`config.mk`:
```
export PLATFORM = sky130hd
export DESIGN_NAME = murmur2_byte_stream_hash_unit
export DESIGN_NICKNAME = d
export VERILOG_FILES = /design/src/rtl/mur2_pkg.sv /design/src/rtl/murmur2_byte_stream_hash_unit.sv
export SDC_FILE = /design/constraint.sdc
export NUM_CORES = 1
export LEC_CHECK = 0
export BUFFER_PORTS_ARGS = -buffer_cell sky130_fd_sc_hd__buf_2
export CAP_MARGIN = 5
export CORE_AREA = 2 2 214 216
export CTS_CLUSTER_SIZE = 8
export DETAILED_ROUTE_END_ITERATION = 16
export DIE_AREA = 0 0 216 218
export SYNTH_ARGS = -nofsm -noshare
export SYNTH_HDL_FRONTEND = slang
export SYNTH_SLANG_ARGS = --single-unit
```
`constraint.sdc`:
```
create_clock -name i_clk -period 14.5 [get_ports i_clk]
set_clock_uncertainty 0.1 [all_clocks]
set_input_delay 4.35 -clock i_clk [delete_from_list [all_inputs] [get_ports i_clk]]
set_output_delay 4.35 -clock i_clk [all_outputs]
set_load 0.02 [all_outputs]
```
`src/rtl/mur2_pkg.sv`:
```
package mur2_pkg;

    localparam int unsigned HASH_W       = 32;
    localparam int unsigned BYTE_W       = 8;
    localparam int unsigned KEY_LEN_W    = 16;
    localparam int unsigned LENGTH_BITS_DEF = 16;

    localparam logic [HASH_W-1:0] MUR_MULT   = 32'h5bd1_e995;
    localparam logic [HASH_W-1:0] SEED_RESET = 32'd5381;

    localparam int unsigned MIX_SHIFT  = 24;
    localparam int unsigned FIN_SHIFT1 = 13;
    localparam int unsigned FIN_SHIFT2 = 15;

    typedef logic [HASH_W-1:0] t_word;

endpackage

```
`src/rtl/murmur2_byte_stream_hash_unit.sv`:
```
// A byte that leaves its word incomplete is only stored; a byte that completes a word is accepted
// and then takes three passes through the shared multiplier (steps K1, K2, H) before the next beat.
// On a last beat the hash goes through the tail step if tail bytes are left, or through the word
// steps if the last byte completes a word, then through FIN1 and FIN2; FIN2 loads the output register.
// The next beat is taken only after that, later still while the output register is full.
// Reset (synchronous, active low) clears the sequencer and hash state and loads seed 5381.
module murmur2_byte_stream_hash_unit #(
    parameter int unsigned LENGTH_BITS = mur2_pkg::LENGTH_BITS_DEF
) (
    input  logic                               i_clk,
    input  logic                               i_rst_n,
    // Configuration channel.
    input  logic                               i_cfg_valid,
    output logic                               o_cfg_ready,
    input  logic [mur2_pkg::HASH_W-1:0]        i_hash_seed,
    // Input channel.
    input  logic                               i_in_valid,
    output logic                               o_in_ready,
    input  logic [mur2_pkg::BYTE_W-1:0]        i_data_byte,
    input  logic [mur2_pkg::KEY_LEN_W-1:0]     i_key_length,
    input  logic                               i_first_byte,
    input  logic                               i_last_byte,
    // Output channel.
    output logic                               o_out_valid,
    input  logic                               i_out_ready,
    output logic [mur2_pkg::HASH_W-1:0]        o_hash_value
);
    import mur2_pkg::*;

    localparam int unsigned LEN_USED = (LENGTH_BITS < KEY_LEN_W) ? LENGTH_BITS : KEY_LEN_W;
    localparam logic [KEY_LEN_W-1:0] LEN_MASK = KEY_LEN_W'((33'd1 << LEN_USED) - 33'd1);

    localparam logic [2:0] S_IDLE = 3'd0;
    localparam logic [2:0] S_K1   = 3'd1;
    localparam logic [2:0] S_K2   = 3'd2;
    localparam logic [2:0] S_H    = 3'd3;
    localparam logic [2:0] S_TAIL = 3'd4;
    localparam logic [2:0] S_FIN1 = 3'd5;
    localparam logic [2:0] S_FIN2 = 3'd6;

    logic [2:0]  r_state, n_state;
    t_word       r_seed;
    t_word       r_h, n_h;
    t_word       r_k, n_k;
    logic [23:0] r_pw, n_pw;
    logic [1:0]  r_phase, n_phase;
    logic        r_last, n_last;
    logic        r_out_valid, n_out_valid;
    t_word       r_out, n_out;

    logic                 in_acc;
    logic                 fin_go;
    t_word                mul_a;
    t_word                mul_p;
    logic [KEY_LEN_W-1:0] len_m;
    t_word                h0;
    logic [23:0]          pw0;
    logic [1:0]           ph0;
    logic                 take;

    assign o_cfg_ready  = 1'b1;
    assign o_in_ready   = (r_state == S_IDLE);
    assign in_acc       = i_in_valid && o_in_ready;
    assign fin_go       = (r_state == S_FIN2) && (!r_out_valid || i_out_ready);
    assign o_out_valid  = r_out_valid;
    assign o_hash_value = r_out;

    // The one multiplier; its operand is picked by the sequencer step.
    always_comb begin
        unique case (r_state)
            S_K1:    mul_a = r_k;
            S_K2:    mul_a = r_k ^ (r_k >> MIX_SHIFT);
            S_H:     mul_a = r_h;
            S_TAIL:  mul_a = r_h ^ {8'd0, r_pw};
            S_FIN1:  mul_a = r_h ^ (r_h >> FIN_SHIFT1);
            default: mul_a = r_h;
        endcase
    end

    assign mul_p = mul_a * MUR_MULT;

    assign len_m = i_key_length & LEN_MASK;
    assign h0    = i_first_byte ? (r_seed ^ {{(HASH_W-KEY_LEN_W){1'b0}}, len_m}) : r_h;
    assign pw0   = i_first_byte ? 24'd0 : r_pw;
    assign ph0   = i_first_byte ? 2'd0 : r_phase;
    assign take  = !(i_first_byte && (len_m == '0));

    always_comb begin
        n_state     = r_state;
        n_h         = r_h;
        n_k         = r_k;
        n_pw        = r_pw;
        n_phase     = r_phase;
        n_last      = r_last;
        n_out_valid = r_out_valid;
        n_out       = r_out;

        if (r_out_valid && i_out_ready) begin
            n_out_valid = 1'b0;
        end

        unique case (r_state)
            S_IDLE: begin
                if (in_acc) begin
                    n_h    = h0;
                    n_last = i_last_byte;
                    if (take && (ph0 == 2'd3)) begin
                        n_k     = {i_data_byte, pw0};
                        n_pw    = 24'd0;
                        n_phase = 2'd0;
                        n_state = S_K1;
                    end else if (take) begin
                        unique case (ph0)
                            2'd0:    n_pw = pw0 | {16'd0, i_data_byte};
                            2'd1:    n_pw = pw0 | {8'd0, i_data_byte, 8'd0};
                            default: n_pw = pw0 | {i_data_byte, 16'd0};
                        endcase
                        n_phase = ph0 + 2'd1;
                        n_state = i_last_byte ? S_TAIL : S_IDLE;
                    end else begin
                        n_pw    = pw0;
                        n_phase = ph0;
                        if (i_last_byte) begin
                            n_state = (ph0 != 2'd0) ? S_TAIL : S_FIN1;
                        end
                    end
                end
            end
            S_K1: begin
                n_k     = mul_p;
                n_state = S_K2;
            end
            S_K2: begin
                n_k     = mul_p;
                n_state = S_H;
            end
            S_H: begin
                n_h     = mul_p ^ r_k;
                n_state = r_last ? S_FIN1 : S_IDLE;
            end
            S_TAIL: begin
                n_h     = mul_p;
                n_state = S_FIN1;
            end
            S_FIN1: begin
                n_h     = mul_p;
                n_state = S_FIN2;
            end
            S_FIN2: begin
                // Wait here until the output register is free.
                if (fin_go) begin
                    n_out       = r_h ^ (r_h >> FIN_SHIFT2);
                    n_out_valid = 1'b1;
                    n_h         = '0;
                    n_pw        = 24'd0;
                    n_phase     = 2'd0;
                    n_state     = S_IDLE;
                end
            end
            default: n_state = S_IDLE;
        endcase
    end

    always_ff @(posedge i_clk) begin
        if (!i_rst_n) begin
            r_state     <= S_IDLE;
            r_seed      <= SEED_RESET;
            r_h         <= '0;
            r_pw        <= 24'd0;
            r_phase     <= 2'd0;
            r_last      <= 1'b0;
            r_out_valid <= 1'b0;
        end else begin
            r_state     <= n_state;
            r_h         <= n_h;
            r_pw        <= n_pw;
            r_phase     <= n_phase;
            r_last      <= n_last;
            r_out_valid <= n_out_valid;
            if (i_cfg_valid && o_cfg_ready) begin
                r_seed <= i_hash_seed;
            end
        end
    end

    always_ff @(posedge i_clk) begin
        r_k   <= n_k;
        r_out <= n_out;
    end

    a_mix_order: assert property (@(posedge i_clk) disable iff (!i_rst_n)
        r_state == S_K1 |=> r_state == S_K2)
        else $error("word mix did not proceed to its second multiply");

    a_tail_has_bytes: assert property (@(posedge i_clk) disable iff (!i_rst_n)
        r_state == S_TAIL |-> r_phase != 2'd0)
        else $error("tail step entered with no leftover bytes");

    a_clear_after_result: assert property (@(posedge i_clk) disable iff (!i_rst_n)
        fin_go |=> (r_h == '0 && r_pw == 24'd0 && r_phase == 2'd0 && r_state == S_IDLE))
        else $error("hash state not cleared after a result");

    a_result_source: assert property (@(posedge i_clk) disable iff (!i_rst_n)
        $rose(o_out_valid) |-> $past(r_state) == S_FIN2)
        else $error("result beat raised outside the final step");

    a_mix_no_partial: assert property (@(posedge i_clk) disable iff (!i_rst_n)
        (r_state == S_K1 || r_state == S_K2 || r_state == S_H) |-> r_phase == 2'd0)
        else $error("partial bytes held while a word is being mixed");

endmodule
```
* Word-level counts from Yosys, hierarchy flattened
Cells that the tools add are included.
** Storage, ports and cells
- Register bits :: 159
- Logic and storage cells :: 89
- Output and inout bits :: 35
** Operators by class
- Muxes and demuxes :: 33
- Bitwise logic cells :: 9
- Reductions and logical operators :: 23
- $mul :: 1
- Add/subtract/negate cells :: 1
- Eq/ne operators :: 13
** Operators with widths (count)
- case mux 32 bit (4 select lines) :: 2
- 2-to-1 mux 32 bit :: 5
- 2-to-1 mux 24 bit :: 5
- case mux 24 bit (2 select lines) :: 2
- case mux 32 bit (2 select lines) :: 1
- multiplier 32 x 31 -> 32 bit, second input constant :: 1
- XOR 32 x 16 -> 32 bit :: 1
- XOR 32 x 17 -> 32 bit :: 1
- XOR 32 x 19 -> 32 bit :: 1
- XOR 32 x 24 -> 32 bit :: 1
- XOR 32 bit :: 1
- XOR 32 x 8 -> 32 bit :: 1
- OR 24 x 16 -> 24 bit :: 1
- OR 24 bit :: 1
- OR 24 x 8 -> 24 bit :: 1
- 2-to-1 mux 3 bit :: 7
- case mux 3 bit (7 select lines) :: 1
- logical NOT 16 bit :: 1
- 2-to-1 mux 2 bit :: 5
- == test 3 bit, second input constant :: 3
- AND reduction 3 bit :: 3
- == test 3 x 2 -> 1 bit, second input constant :: 2
- inequality test 2 x 1 -> 1 bit, second input constant :: 3
- nonzero test 2 bit :: 3
- 17 further kinds :: 27

* Longest topological paths before layout
- Word-level depth :: 8
- Depth in mapped cells :: 35
- Depth with buffers taken out :: 33

* Worst setup path before layout
Ideal clock, no wire load.
- Path kind :: reg-to-reg
- Start :: reg r_state[0]
- End :: reg r_k[31], data pin
- Path slack :: 5280 ps
- Cell stages (with the launch flop) :: 32
- Data required time :: 14132 ps
- Data arrival time :: 8852 ps
- Path through :: dfxtp_1 > buf_6 > buf_6 > buf_6 > clkbuf_1 > clkbuf_1 > mux2i_1 > o311ai_0 > ha_1 > ha_1 > fa_1 > inv_1 > fa_1 > inv_1 > fa_1 > inv_1 > fa_1 > inv_1 > fa_1 > inv_1 > fa_1 > inv_1 > ha_1 > a2111oi_0 > o21ai_0 > a22o_1 > a31oi_1 > o21a_1 > o21ai_0 > a31oi_1 > xnor2_1 > o21ai_0
** On the way
- Longest elaborated chain between the ends :: 4
- Elaborated cells between the ends (all ways) :: 9
** RTL lines
- start, declared :: line murmur2_byte_stream_hash_unit.sv:41 : logic [2:0] r_state, n_state;
- start signal, assigned :: line murmur2_byte_stream_hash_unit.sv:174 : r_state <= n_state;
- == test 3 bit, or another cell as far along :: line murmur2_byte_stream_hash_unit.sv:70 : unique case (r_state)
- case mux 32 bit (4 select lines) :: line murmur2_byte_stream_hash_unit.sv:70
- multiplier 32 x 31 -> 32 bit :: line murmur2_byte_stream_hash_unit.sv:80 : assign mul_p = mul_a * MUR_MULT;
- case mux 32 bit (2 select lines) (*) :: line murmur2_byte_stream_hash_unit.sv:102 : unique case (r_state)
- named net n_k[31] :: line murmur2_byte_stream_hash_unit.sv:44 : t_word r_k, n_k;
- end signal, assigned :: line murmur2_byte_stream_hash_unit.sv:187 : r_k <= n_k;
- end, declared :: line murmur2_byte_stream_hash_unit.sv:44
Mark *: on every way through the listed nets, which the timed path passes. The rest lies on a longest branch.
A chain may end at the register's enable or synchronous reset.

* Worst setup path after layout
Same ends and word-level chain as after synthesis.

==> summary.txt <==
Floorplan
  – Area enclosed by the die boundary: 47100 um^2
  – Die outline width: 216 um
  – Boundary Pins: 98
  – Initial core utilization: 0.393
  – Core footprint: 44900 um^2
  – Row cnt: 78
  – Chip height: 218 um

Drt
  – Starting DRC count in detailed routing: 1405
  – Vias per cell: 5.48
  – Routed WL per cell: 22.2 um
  – Final wirelength: 56900 um
  – Drt first pass iters: 6
  – Remaining design rule violation count: 0
  – Number of nets with antenna violations after detailed routing: 0
  – Vias post-DR: 14035

Critical path
  – Worst stage delay on the critical path: 800 ps
  – Critical-path top delay cell: sky130_fd_sc_hd__a221oi_1
  – Setup slack on the worst flop-to-flop path: 3950 ps
  – Crit path arrival time: 10670 ps
  – Crit Path Max Fanout: 53
  – FF-to-FF Start: r_state[0]$_SDFFE_PN0P_
  – Critical path start-end classification: flop to flop
  – Critical register-to-register path endpoint: r_k[31]$_DFFE_PP_
  – Cell count of the worst reg-to-reg path: 33
  – Worst Setup End Kind: flop
  – Endpoint required time on the critical path: 14620 ps
  – Type of origin of the critical path: flop
  – Cell repeated most along the worst path: sky130_fd_sc_hd__inv_1

Finish
  – Final cell area excluding filler cells: 19300 um^2
  – Antenna diodes: 0
  – Synth-to-Final Area Change: 9.64%
  – Fill cell instance count of the final layout: 4386
  – Share of layout cells above drive strength 1: 0.101
  – Final layout net count: 2408

STA
  – Unrepaired setup endpoints after global routing: false
  – Relative slew slack: 0.260
  – Final Cycle Share: 0.727
  – Maximum clock frequency: 0.0948 GHz
  – Setup Total Neg Slack: 0 ps
  – Tightest Pin Transition: 1110 ps
  – Number of endpoints with negative hold slack in the final report: 0
  – Final slew viol count: 0
  – Post-layout min period: 10550 ps
  – # setup viols final: 0

Global routing
  – Number of global-route vias before repair: 14336
  – Maximum number of pins on one net before global-route repair: 61
  – Overall routing resource usage: 0.250
  – Remaining global-route overflow: 0
  – Initial antenna violation count: 1
  – First-pass GRT wire length: 87700 um

Yosys
  – Synth Instances: 1884
  – Syn Std Cell Area: 17600 um^2
  – Sequential element share of the synthesized area: 0.217
  – Post-synthesis register bit count: 159
  – Async set or reset register ratio after synthesis: 0
  – Share of the synthesized area in the top cell type: 0.202
  – Dominant cells by area after synthesis: sky130_fd_sc_hd__fa_1 20%, sky130_fd_sc_hd__ha_1 15%, sky130_fd_sc_hd__edfxtp_1 11%
  – Area leader, netlist: sky130_fd_sc_hd__fa_1
  – EDFF count, synth: 64
  – Number of distinct standard cells referenced by the synthesized netlist: 84
  – Synthesized net count: 2343
  – Most instantiated flip-flop cell in the synthesis netlist: sky130_fd_sc_hd__dfxtp_1
  – Synthesis warning total: 0
  – Average cell area after synthesis: 9.37 um^2

Clock tree
  – Number of gates resized after cts: 0
  – Clock buffer depth: 2
  – Root buffer cell: sky130_fd_sc_hd__clkbuf_16
  – Number of hold-repair buffers added at the cts stage: 0
  – Sink Count: 159
  – Post-CTS repair timing setup buffer count: 0
  – Number of H-tree branching levels: 4
  – Insertion delay of the later-clocked pin in the worst-skew pair: 480 ps
  – TritonCTS clock tree: built
  – TritonCTS Buffers: 17
  – Clock-pin slew of the registers on the worst-case setup and hold paths: 80 ps

Worst hold path
  – WHS Endpoint: r_seed[0]$_SDFFE_PN1P_
  – Hold Crit Class: flop to flop
  – Hold depth: 2
  – Startpoint of the most critical hold path: r_seed[0]$_SDFFE_PN1P_

Place
  – Final Wtd Congestion: 0.934
  – Standard cell area after detailed placement: 18800 um^2
  – IO Port Bufs: 96
  – Half-perimeter wire length after detailed placement: 44000 um

Flow run
  – Max capacitance violation total: 0

Outcome
  – Status: complete, no violations
## flip-flops by register name, indices dropped and copies added (netlist names)
signal,cells
r_h,32
r_last,1
r_state,3
r_k,32
r_phase,2
o_hash_value,32
r_seed,32
o_out_valid,1
r_pw,24
## worst max-delay path by stage
| stage | start | end | slack [ps] | cells past startpoint |
|---|---|---|---|---|
| after global routing | r_state[0]$_SDFFE_PN0P_ | r_k[31]$_DFFE_PP_ | 3410 | 33 |
| after floorplan | r_state[0]$_SDFFE_PN0P_ | r_k[31]$_DFFE_PP_ | 5280 | 31 |
| after global placement | r_state[0]$_SDFFE_PN0P_ | r_k[31]$_DFFE_PP_ | 4460 | 33 |
| after detailed placement | r_state[0]$_SDFFE_PN0P_ | r_k[31]$_DFFE_PP_ | 4260 | 33 |
| after CTS | r_state[0]$_SDFFE_PN0P_ | r_k[31]$_DFFE_PP_ | 4240 | 33 |
| final | r_state[0]$_SDFFE_PN0P_ | r_k[31]$_DFFE_PP_ | 3950 | 33 |
## routing by layer
layer | vias to the layer above | GRT usage | wire length, um
li1 | 6382 | - | -
met4 | 0 | 0.109 | 2510
met3 | 132 | 0.0375 | 3930
met2 | 551 | 0.401 | 26000
met1 | 6970 | 0.337 | 24500
met5 | - | 0 | 0
## area by class of cell
type | instances | area [um^2] | area share
flip-flops and latches | 159 | 3830 | 0.198
well taps | 600 | 751 | 0.0388
multi-input cells | 1284 | 12200 | 0.628
inverters | 367 | 1380 | 0.0713
repair buffers | 120 | 661 | 0.0341
clock inverters | 13 | 145 | 0.00750
clock buffers | 19 | 433 | 0.0224
## cell families after synthesis
| group | after synthesis | synth area share |
|---|---|---|
| adder cells (fa/ha/maj) | 396 | 0.357 |
| buffers and inverters | 441 | 0.0988 |
| AO/OA/AOI/OAI | 356 | 0.131 |
| multiplexers | 67 | 0.0393 |
| flip-flops | 159 | 0.217 |
| XOR/XNOR | 116 | 0.0600 |
| other | 1 | 0.000213 |
| AND/OR/NAND/NOR | 348 | 0.0971 |
## layout by cell type, fill, tap and decap left out, types with 64 or more instances in the layout
cell type,Yosys,routed
sky130_fd_sc_hd__nor2_1,93,92
sky130_fd_sc_hd__a21oi_1,91,91
sky130_fd_sc_hd__buf_2,10,96
sky130_fd_sc_hd__o21ai_0,98,97
sky130_fd_sc_hd__inv_1,366,366
sky130_fd_sc_hd__fa_1,178,178
sky130_fd_sc_hd__dfxtp_1,95,93
sky130_fd_sc_hd__nand2_1,100,100
sky130_fd_sc_hd__edfxtp_1,64,64
sky130_fd_sc_hd__ha_1,218,218
## stage by stage
step / hold WS, ps / setup WS, ps / util / cells
detailed placement: 384 / 4260 / 0.418 / 2530
floorplan: 307 / 5280 / - / 1884
finish: 393 / 3950 / 0.431 / 2562
global route: 432 / 3410 / 0.431 / 2562
global placement: 376 / 4460 / 0.418 / 2530
CTS: 399 / 4240 / 0.431 / 2562
## critical path, delay by kind of cell, from the launching register on
| family | cells | cell delay, ps |
|---|---|---|
| and+or+nand+nor | 2 | 940 |
| adders and majority gates | 9 | 3640 |
| xor gates and xnor gates | 2 | 370 |
| DFF | 1 | 310 |
| buffers and inverters | 8 | 1110 |
| AOI/OAI and AO/OA | 12 | 3770 |
## cells in the mapped netlist (5+ instances only)
| cell | n |
|---|---|
| sky130_fd_sc_hd__ha_1 | 218 |
| sky130_fd_sc_hd__nand3b_1 | 23 |
| sky130_fd_sc_hd__a21o_1 | 14 |
| sky130_fd_sc_hd__mux2i_1 | 58 |
| sky130_fd_sc_hd__edfxtp_1 | 64 |
| sky130_fd_sc_hd__mux2_2 | 6 |
| sky130_fd_sc_hd__nand2b_1 | 21 |
| sky130_fd_sc_hd__o21a_1 | 5 |
| sky130_fd_sc_hd__nor2b_1 | 37 |
| sky130_fd_sc_hd__a222oi_1 | 6 |
| sky130_fd_sc_hd__o211ai_1 | 10 |
| sky130_fd_sc_hd__inv_1 | 366 |
| sky130_fd_sc_hd__buf_2 | 10 |
| sky130_fd_sc_hd__a211oi_1 | 13 |
| sky130_fd_sc_hd__and2_1 | 9 |
| sky130_fd_sc_hd__or2_2 | 6 |
| sky130_fd_sc_hd__nor2_1 | 93 |
| sky130_fd_sc_hd__dfxtp_1 | 95 |
| sky130_fd_sc_hd__buf_6 | 8 |
| sky130_fd_sc_hd__clkbuf_1 | 45 |
| sky130_fd_sc_hd__fa_1 | 178 |
| sky130_fd_sc_hd__o21ai_0 | 98 |
| sky130_fd_sc_hd__nand3_1 | 16 |
| sky130_fd_sc_hd__o31ai_1 | 7 |
| sky130_fd_sc_hd__buf_1 | 7 |
| sky130_fd_sc_hd__xnor2_1 | 51 |
| sky130_fd_sc_hd__o311ai_0 | 6 |
| sky130_fd_sc_hd__nand2_1 | 100 |
| sky130_fd_sc_hd__nor3_1 | 19 |
| sky130_fd_sc_hd__xor2_1 | 61 |
| sky130_fd_sc_hd__a21oi_1 | 91 |
| sky130_fd_sc_hd__a22oi_1 | 30 |
| sky130_fd_sc_hd__a31oi_1 | 17 |
Power is left out: the tool's default activity adds up to more than one toggle a clock period on the data nets, which glitch-free logic cannot reach.
